File: src/hw/rtl/sdll_pkg.sv
package sdll_pkg;
    localparam int SLOTS = 8;
    localparam int SW = $clog2(SLOTS);
    localparam int LW = SW + 1;
    localparam int CW = $clog2(SLOTS + 1);
    localparam logic [LW-1:0] NIL = LW'(SLOTS);

    typedef enum logic [3:0] {
        OP_ADD_FIRST = 4'd0, OP_ADD_AFTER = 4'd1, OP_ADD_LAST = 4'd2,
        OP_DEL_FIRST = 4'd3, OP_DEL_AFTER = 4'd4, OP_DEL_LAST = 4'd5,
        OP_DEL_ALL = 4'd6, OP_WALK_FWD = 4'd7, OP_WALK_REV = 4'd8
    } t_op;

    typedef enum logic [2:0] {
        ST_OK = 3'd0, ST_FULL = 3'd1, ST_EMPTY = 3'd2, ST_NOPOS = 3'd3,
        ST_NOAFTER = 3'd4
    } t_status;

    typedef enum logic [2:0] {
        S_IDLE, S_LINK, S_LINK_NB, S_AFTER, S_UNLINK, S_WALK_RD, S_WALK_OUT, S_RESP
    } t_state;

    typedef struct packed {
        logic [3:0]    operation;
        logic [SW-1:0] position;
        logic [63:0]   id_word;
        logic [63:0]   name_word;
        logic [31:0]   amount;
    } t_in;

    typedef struct packed {
        logic [SW-1:0] slot;
        logic [63:0]   rec_id;
        logic [63:0]   rec_name;
        logic [31:0]   rec_amount;
        logic [CW-1:0] used_count;
        logic [2:0]    status;
        logic          last;
    } t_out;
endpackage

File: src/hw/rtl/sdll_stream_if.sv
interface sdll_stream_if #(parameter type T = logic);
    logic valid;
    logic ready;
    T     data;
    modport source (output valid, output data, input ready);
    modport sink (input valid, input data, output ready);
endinterface

File: src/hw/rtl/slot_doubly_linked_list.sv
// Channel | Dir | Beat fields
// i_req   | in  | operation, position, id_word, name_word, amount
// o_rsp   | out | slot, rec_id, rec_name, rec_amount, used_count, status, last
// One request at a time, taken only in idle. Status-only answers and delete-all
// answer directly; delete head or tail unlinks, then answers; delete-after reads
// the successor, then unlinks (or answers nothing-after); add writes the slot,
// then the neighbours; walks read link and record, then send an output beat, per record.
// Reset clears head, tail, count, used bits and output valid; memories are not.
// A held output beat stalls the next response or walk beat until it is taken.
module slot_doubly_linked_list import sdll_pkg::*; (
    input  logic i_clk,
    input  logic i_rst_n,
    sdll_stream_if.sink   i_req,
    sdll_stream_if.source o_rsp
);
    logic [LW-1:0] m_next [SLOTS];
    logic [LW-1:0] m_prev [SLOTS];
    logic [159:0]  m_rec  [SLOTS];

    t_state r_state, n_state;
    logic [LW-1:0] r_head, n_head, r_tail, n_tail;
    logic [SLOTS-1:0] r_used, n_used;
    logic [CW-1:0] r_count, n_count;
    t_in r_in, n_in;
    logic [SW-1:0] r_s, n_s;
    logic [LW-1:0] r_p, n_p, r_n, n_n, r_cur, n_cur;
    logic [CW-1:0] r_k, n_k;
    logic r_fwd, n_fwd;
    logic [SW-1:0] r_slot, n_slot;
    t_status r_status, n_status;
    t_out r_out, n_out;
    logic r_ov, n_ov;
    logic [LW-1:0] r_rd_next, r_rd_prev;
    logic [159:0] r_rd_rec;

    logic          w_next_we, w_prev_we, w_rec_we;
    logic [SW-1:0] w_next_wa, w_prev_wa, w_rec_wa;
    logic [LW-1:0] w_next_wd, w_prev_wd;
    logic [159:0]  w_rec_wd;

    logic [3:0]    w_op;
    logic [LW-1:0] w_pos, w_end, w_p, w_cur, w_free, w_walk_n;
    logic          w_go, w_fin, w_out_free;
    t_status       w_status;

    function automatic logic in_list(logic [LW-1:0] s, logic [SLOTS-1:0] u);
        return (s < NIL) && u[s[SW-1:0]];
    endfunction

    assign i_req.ready = (r_state == S_IDLE);
    assign o_rsp.valid = r_ov;
    assign o_rsp.data  = r_out;

    always_comb begin
        w_free = NIL;
        for (int i = SLOTS - 1; i >= 0; i--)
            if (!r_used[i]) w_free = LW'(i);
    end

    assign w_out_free = !r_ov || o_rsp.ready;
    assign w_op  = i_req.data.operation;
    assign w_pos = {1'b0, i_req.data.position};
    assign w_end = (w_op == OP_DEL_FIRST || w_op == OP_WALK_FWD) ? r_head : r_tail;
    assign w_walk_n = r_fwd ? r_rd_next : r_rd_prev;
    assign w_fin = !in_list(w_walk_n, r_used) || (r_k == CW'(SLOTS - 1));

    // request decode: does the operation go on, and what it answers if not
    always_comb begin
        w_go = 1'b1;
        w_status = ST_OK;
        w_p = NIL;
        w_cur = w_end;
        case (w_op)
            OP_ADD_FIRST, OP_ADD_AFTER, OP_ADD_LAST: begin
                if (w_op == OP_ADD_AFTER) w_p = w_pos;
                else if (w_op == OP_ADD_LAST && r_count != '0) w_p = r_tail;
                w_cur = w_p;
                if (w_free == NIL) begin
                    w_go = 1'b0;
                    w_status = ST_FULL;
                end else if (w_op == OP_ADD_AFTER && !in_list(w_pos, r_used)) begin
                    w_go = 1'b0;
                    w_status = ST_NOPOS;
                end
            end
            OP_DEL_AFTER: begin
                w_cur = w_pos;
                if (!in_list(w_pos, r_used)) begin
                    w_go = 1'b0;
                    w_status = ST_NOPOS;
                end
            end
            OP_DEL_FIRST, OP_DEL_LAST, OP_WALK_FWD, OP_WALK_REV: begin
                if (r_count == '0 || !in_list(w_end, r_used)) begin
                    w_go = 1'b0;
                    w_status = ST_EMPTY;
                end
            end
            // delete-all and unknown codes answer at once
            default: w_go = 1'b0;
        endcase
    end

    always_comb begin
        n_state = r_state;
        case (r_state)
            S_IDLE: if (i_req.valid) begin
                if (!w_go) n_state = S_RESP;
                else begin
                    case (w_op)
                        OP_ADD_FIRST, OP_ADD_AFTER, OP_ADD_LAST: n_state = S_LINK;
                        OP_DEL_AFTER:             n_state = S_AFTER;
                        OP_DEL_FIRST, OP_DEL_LAST: n_state = S_UNLINK;
                        OP_WALK_FWD, OP_WALK_REV: n_state = S_WALK_RD;
                        default:                  n_state = S_RESP;
                    endcase
                end
            end
            S_LINK:     n_state = S_LINK_NB;
            S_LINK_NB:  n_state = S_RESP;
            S_AFTER:    n_state = in_list(r_rd_next, r_used) ? S_UNLINK : S_RESP;
            S_UNLINK:   n_state = S_RESP;
            S_WALK_RD:  n_state = S_WALK_OUT;
            S_WALK_OUT: if (w_out_free) n_state = w_fin ? S_IDLE : S_WALK_RD;
            S_RESP:     if (w_out_free) n_state = S_IDLE;
            default:    n_state = S_IDLE;
        endcase
    end

    always_comb begin
        n_head = r_head;
        n_tail = r_tail;
        n_used = r_used;
        n_count = r_count;
        n_in = r_in;
        n_s = r_s;
        n_p = r_p;
        n_n = r_n;
        n_cur = r_cur;
        n_k = r_k;
        n_fwd = r_fwd;
        n_slot = r_slot;
        n_status = r_status;
        n_out = r_out;
        n_ov = r_ov && !o_rsp.ready;
        w_next_we = 1'b0;
        w_next_wa = '0;
        w_next_wd = '0;
        w_prev_we = 1'b0;
        w_prev_wa = '0;
        w_prev_wd = '0;
        w_rec_we = 1'b0;
        w_rec_wa = '0;
        w_rec_wd = '0;
        case (r_state)
            S_IDLE: if (i_req.valid) begin
                n_in = i_req.data;
                n_slot = '0;
                n_status = w_status;
                n_p = w_p;
                n_cur = w_cur;
                n_s = w_free[SW-1:0];
                n_k = '0;
                n_fwd = (w_op == OP_WALK_FWD);
                if (w_op == OP_DEL_ALL) begin
                    n_used = '0;
                    n_head = NIL;
                    n_tail = NIL;
                    n_count = '0;
                end
            end
            S_LINK: begin
                // r_rd_next holds next of p when p is a slot
                n_n = (r_p == NIL) ? r_head : r_rd_next;
                w_prev_we = 1'b1;
                w_prev_wa = r_s;
                w_prev_wd = r_p;
                w_next_we = 1'b1;
                w_next_wa = r_s;
                w_next_wd = n_n;
                w_rec_we = 1'b1;
                w_rec_wa = r_s;
                w_rec_wd = {r_in.id_word, r_in.name_word, r_in.amount};
                if (r_p == NIL) n_head = {1'b0, r_s};
                if (n_n >= NIL) n_tail = {1'b0, r_s};
                n_used[r_s] = 1'b1;
                n_count = r_count + 1'b1;
                n_slot = r_s;
            end
            S_LINK_NB: begin
                // point the neighbours at the new slot
                if (r_p != NIL) begin
                    w_next_we = 1'b1;
                    w_next_wa = r_p[SW-1:0];
                    w_next_wd = {1'b0, r_s};
                end
                if (r_n < NIL) begin
                    w_prev_we = 1'b1;
                    w_prev_wa = r_n[SW-1:0];
                    w_prev_wd = {1'b0, r_s};
                end
            end
            S_AFTER: begin
                if (in_list(r_rd_next, r_used)) n_cur = r_rd_next;
                else n_status = ST_NOAFTER;
            end
            S_UNLINK: begin
                if (r_rd_prev < NIL) begin
                    w_next_we = 1'b1;
                    w_next_wa = r_rd_prev[SW-1:0];
                    w_next_wd = r_rd_next;
                end else begin
                    n_head = (r_rd_next < NIL) ? r_rd_next : NIL;
                end
                if (r_rd_next < NIL) begin
                    w_prev_we = 1'b1;
                    w_prev_wa = r_rd_next[SW-1:0];
                    w_prev_wd = r_rd_prev;
                end else begin
                    n_tail = (r_rd_prev < NIL) ? r_rd_prev : NIL;
                end
                n_used[r_cur[SW-1:0]] = 1'b0;
                if (r_count != '0) n_count = r_count - 1'b1;
                n_slot = r_cur[SW-1:0];
            end
            S_WALK_RD: ;
            S_WALK_OUT: if (w_out_free) begin
                n_out.slot = r_cur[SW-1:0];
                n_out.rec_id = r_rd_rec[159:96];
                n_out.rec_name = r_rd_rec[95:32];
                n_out.rec_amount = r_rd_rec[31:0];
                n_out.used_count = r_count;
                n_out.status = ST_OK;
                n_out.last = w_fin;
                n_ov = 1'b1;
                n_k = r_k + 1'b1;
                n_cur = w_walk_n;
            end
            S_RESP: if (w_out_free) begin
                n_out = '0;
                n_out.slot = r_slot;
                n_out.used_count = r_count;
                n_out.status = r_status;
                n_out.last = 1'b1;
                n_ov = 1'b1;
            end
            default: ;
        endcase
    end

    // read at the next cursor so data is ready the cycle after
    always_ff @(posedge i_clk) begin
        if (w_next_we) m_next[w_next_wa] <= w_next_wd;
        if (w_prev_we) m_prev[w_prev_wa] <= w_prev_wd;
        if (w_rec_we)  m_rec[w_rec_wa] <= w_rec_wd;
        r_rd_next <= m_next[n_cur[SW-1:0]];
        r_rd_prev <= m_prev[n_cur[SW-1:0]];
        r_rd_rec  <= m_rec[n_cur[SW-1:0]];
    end

    always_ff @(posedge i_clk) begin
        if (!i_rst_n) begin
            r_state <= S_IDLE;
            r_head <= NIL;
            r_tail <= NIL;
            r_used <= '0;
            r_count <= '0;
            r_ov <= 1'b0;
        end else begin
            r_state <= n_state;
            r_head <= n_head;
            r_tail <= n_tail;
            r_used <= n_used;
            r_count <= n_count;
            r_ov <= n_ov;
        end
    end

    always_ff @(posedge i_clk) begin
        r_in <= n_in;
        r_s <= n_s;
        r_p <= n_p;
        r_n <= n_n;
        r_cur <= n_cur;
        r_k <= n_k;
        r_fwd <= n_fwd;
        r_slot <= n_slot;
        r_status <= n_status;
        r_out <= n_out;
    end
endmodule

File: src/flat_wrapper.sv
// flat-port wrapper written by rule: the top's interface ports become plain ports
module slot_doubly_linked_list_flat import sdll_pkg::*;
  (i_clk, i_rst_n, i_req_valid, i_req_data, i_req_ready, o_rsp_valid, o_rsp_data, o_rsp_ready);
  sdll_stream_if #(.T(t_in)) i_req_i ();
  sdll_stream_if #(.T(t_out)) o_rsp_i ();
  input  logic i_clk;
  input  logic i_rst_n;
  input wire logic [$bits(i_req_i.valid)-1:0] i_req_valid;
  input wire logic [$bits(i_req_i.data)-1:0] i_req_data;
  output wire logic [$bits(i_req_i.ready)-1:0] i_req_ready;
  output wire logic [$bits(o_rsp_i.valid)-1:0] o_rsp_valid;
  output wire logic [$bits(o_rsp_i.data)-1:0] o_rsp_data;
  input wire logic [$bits(o_rsp_i.ready)-1:0] o_rsp_ready;
  assign i_req_i.valid = i_req_valid;
  assign i_req_i.data = i_req_data;
  assign i_req_ready = i_req_i.ready;
  assign o_rsp_valid = o_rsp_i.valid;
  assign o_rsp_data = o_rsp_i.data;
  assign o_rsp_i.ready = o_rsp_ready;
  slot_doubly_linked_list u_core (.i_clk(i_clk), .i_rst_n(i_rst_n), .i_req(i_req_i), .o_rsp(o_rsp_i));
endmodule
File: config.mk
export PLATFORM = sky130hd
export DESIGN_NAME = slot_doubly_linked_list_flat
export DESIGN_NICKNAME = d
export VERILOG_FILES = /design/src/hw/rtl/sdll_pkg.sv /design/src/hw/rtl/sdll_stream_if.sv /design/src/hw/rtl/slot_doubly_linked_list.sv /design/src/flat_wrapper.sv
export SDC_FILE = /design/constraint.sdc
export NUM_CORES = 2
export LEC_CHECK = 0
export BUFFER_PORTS_ARGS = -buffer_cell sky130_fd_sc_hd__buf_2
export CAP_MARGIN = 25
export CELL_PAD_IN_SITES_DETAIL_PLACEMENT = 1
export CELL_PAD_IN_SITES_GLOBAL_PLACEMENT = 2
export CORE_MARGIN = 2
export CORE_UTILIZATION = 45
export CTS_BUF_LIST = sky130_fd_sc_hd__clkbuf_4 sky130_fd_sc_hd__clkbuf_8 sky130_fd_sc_hd__clkbuf_16
export DETAILED_ROUTE_END_ITERATION = 8
export GPL_TIMING_DRIVEN = 0
export PLACE_DENSITY_LB_ADDON = 0.1
export SLEW_MARGIN = 20
export SYNTH_ARGS = -nofsm -noshare
export SYNTH_HDL_FRONTEND = slang
export SYNTH_SLANG_ARGS = --single-unit
export TNS_END_PERCENT = 10
File: constraint.sdc
create_clock -name i_clk -period 21.6 [get_ports i_clk]
set_input_delay 6.48 -clock i_clk [delete_from_list [all_inputs] [get_ports i_clk]]
set_output_delay 6.48 -clock i_clk [all_outputs]
set_load 0.02 [all_outputs]
==> results by group <==
Layout
  • Fillers: 15600
  • Share of cells above drive strength 1: 19.7%
  • Commonest non-fill, non-tap cell in the layout: edfxtp_1
  • Area Growth Syn to Fin: 17.9%
  • Fin util: 53.4%
  • Nets: 5691
  • Most frequent cells in the layout: edfxtp_1, buf_2, and3_1, o21ai_0, clkbuf_1
  • Multi-input gate area: 0.0169 sq mm
  • Final std cells w/o fill: 7866
  • Register Area: 0.0549 sq mm

Placement
  • Dpl ws: 11.00 ns
  • Input/output buffers: 342
  • GPL Wtd Cong: 0.817
  • Placed cell count: 7491
  • Post-DP HPWL: 160 mm

Synthesis
  • Synth Instances: 4787
  • EDFF count, synth: 1697
  • Seq/Total Area, Yosys: 74.3%
  • Cell taking the most area after synthesis: edfxtp_1
  • Synth warnings: 0
  • Netlist cell types: 75
  • Share of flip-flops with an asynchronous set or reset: 0%
  • Area contributors post-synth: edfxtp_1, dfxtp_1, and3_1
  • Yosys top cell area share: 69.0%
  • Synthesized cell area: 0.0739 sq mm
  • FF+latch count, synth: 1892
  • Syn_nets: 4962
  • Prevailing post-synth register cell: edfxtp_1
  • Syn avg cell area: 15.4 sq um

Global routing
  • GRT overflow: 0
  • Vias in the first global route: 49800
  • GRT Util Overall: 27.8%
  • Largest net degree at the start of global routing: 29
  • Initial antenna violation count: 18
  • First-pass GRT wire length: 343 mm

Drt
  • Post-route ant nets: 0
  • Pre-antenna DRT Iters: 6
  • Final WL: 236 mm
  • WL/cell: 30.0 um
  • Via count: 48100
  • Starting DRT DRC Count: 4751
  • DRC: 0
  • Via density: 6.12

Setup path
  • Most frequent CP cell: buf_2
  • Critical path's slowest cell: nor3_4
  • Critical path class: in2reg
  • CP required: 22.26 ns
  • CP startpoint: i_req_valid
  • Cell Chain, Critical Path: buf_2 > nand2b_1 > nor3_4 > a41oi_1 > a41oi_1 > buf_2 > buf_2 > clkbuf_1 > o21ai_0 > a221o_1 > o31ai_1
  • Crit path DAT: 10.46 ns
  • Crit path max fanout: 13
  • Worst setup SP type: input pin
  • Reg-to-Reg Start: u_core.r_state[0]
  • Worst path max stage delay: 0.62 ns
  • Critical Path Sink Type: register

Clock tree
  • H-tree levels: 4
  • Cts hold-fix bufs: 0
  • Root Buffer: clkbuf_16
  • Clock buffer depth: 3
  • CTS Buf Count: 197
  • Post-CTS Setup Bufs: 0
  • Clock-pin transition on the worst setup and hold timing paths: 0.06 ns
  • Clock latency on the worst-skew pair: 0.84 ns
  • TritonCTS clock tree: done
  • # resized after CTS: 0
  • Sink Count: 1892

Floorplanning
  • Die Footprint: 0.167 sq mm
  • Die Y: 409 um
  • Io pins: 344
  • Chip width: 409 um
  • Total core area: 0.163 sq mm
  • Initial Util: 45.3%
  • Std-Cell Rows: 148

STA
  • Setup WS post-layout: 11.80 ns
  • Final Skew: 0.0236 ns
  • Max-slew violation count: 0
  • Final-report hold violation count: 0
  • Pin slew with the least headroom to its limit: 0.959 ns
  • RSZ-0062 raised after global routing: false
  • Final min period: 9.80 ns
  • Setup TNS: 0 ns
  • Peak Freq: 102 MHz
  • Relative slew margins: 35.3%
  • Final worst-path cycle share: 45.4%
  • Final setup vio count: 0

Hold path
  • HP Class: reg2reg
  • Hold path start: u_core.r_rd_rec[113]

Flow run
  • # Max-Cap Violations: 0

Power and ir drop
  • Worst vdd ir: 87.5 uV
  • P per Cell Area: 137 mW/mm^2
  • P_leak: 30.1 nW

Status
  • Outcome: completed
==> metal layers <==
metal	vias to the layer above	track usage, %	wire length, um
met3	360	4.52	15400
met4	0	9.44	7620
met1	24900	38.5	101000
li1	21000	-	-
met2	1782	44.8	111000
met5	-	0	0
==> registers in the layout, summed over array words and instances (netlist names), 3 cells and up <==
register	count
u_core.m_next	32
u_core.m_prev	32
u_core.m_rec	1280
u_core.o_rsp.data	171
u_core.r_count	4
u_core.r_cur	3
u_core.r_head	4
u_core.r_in	160
u_core.r_k	4
u_core.r_n	4
u_core.r_p	4
u_core.r_rd_next	4
u_core.r_rd_prev	4
u_core.r_rd_rec	160
u_core.r_s	3
u_core.r_slot	3
u_core.r_state	3
u_core.r_status	3
u_core.r_tail	4
u_core.r_used	8
==> final cells by class <==
class                      instances  share of cell area (%)
sequential                      1892                    63.0
multi-input combinational       2389                    19.5
clock buffer                     276                    6.59
timing repair buffer             530                    4.41
tap                             2175                    3.12
buffer                           486                    2.41
clock inverter                    94                   0.915
inverter                          20                  0.0862
antenna                            4                  0.0115
==> synth_stat cells (10+ instances only) <==
cell type  number
nor2_1         57
a32oi_1       169
mux2_2         10
dfxtp_1       195
nand2_1        64
buf_4          19
edfxtp_1     1697
a21oi_1        28
a221o_1       169
nor3_1         27
clkbuf_1      315
o31ai_1       171
buf_2         144
a211oi_2       41
o21ai_0       369
a311oi_1      170
nand2b_1       13
and3_1        499
inv_1          18
and2_1        164
mux2i_1        20
a211oi_1      302
==> worst paths after layout <==
check | endpoint | slack [ns] | cells past startpoint
setup / recovery | u_core.r_rd_rec[62] | 11.80 | 11
hold / removal | u_core.o_rsp.data[121] | 0.50 | 1
setup reg to reg | u_core.m_rec[0][66] | 16.61 | 17
hold reg to reg | u_core.o_rsp.data[121] | 0.50 | 1
==> kinds of logic after synthesis <==
logic type | synth area share (%)
AOI/OAI and AO/OA | 15.2
xor gates and xnor gates | 0.0474
adders and majority gates | 0.0915
buffers and inverters | 2.93
DFF | 74.3
muxes | 0.500
and+or+nand+nor | 6.95
==> power breakdown <==
part / total (mW) / switching, mW / internal [mW]
clock network: 3.39 / 1.41 / 1.98
logic: 3.95 / 2.70 / 1.24
registers: 4.61 / 0.116 / 4.49
total: 12.0 / 4.23 / 7.72
==> critical path, delay by kind of cell <==
family	cells	cell delay (ns)
AOI/OAI and AO/OA	5	1.47
and+or+nand+nor	2	0.74
buffers and inverters	4	1.74
==> through the flow <==
stage / power [mW] / hold WS, ns / cell area (sq um)
6_report: 12.0 / 0.499 / 87100
4_1_cts: 12.0 / 0.498 / 87100
3_5_place_dp: 8.57 / 0.490 / 80500
3_3_place_gp: 8.54 / 0.485 / 78300
2_1_floorplan: 6.97 / 0.454 / 73900
5_1_grt: 12.4 / 0.513 / 87100
Note: power is estimated with default switching activity, not from simulation.
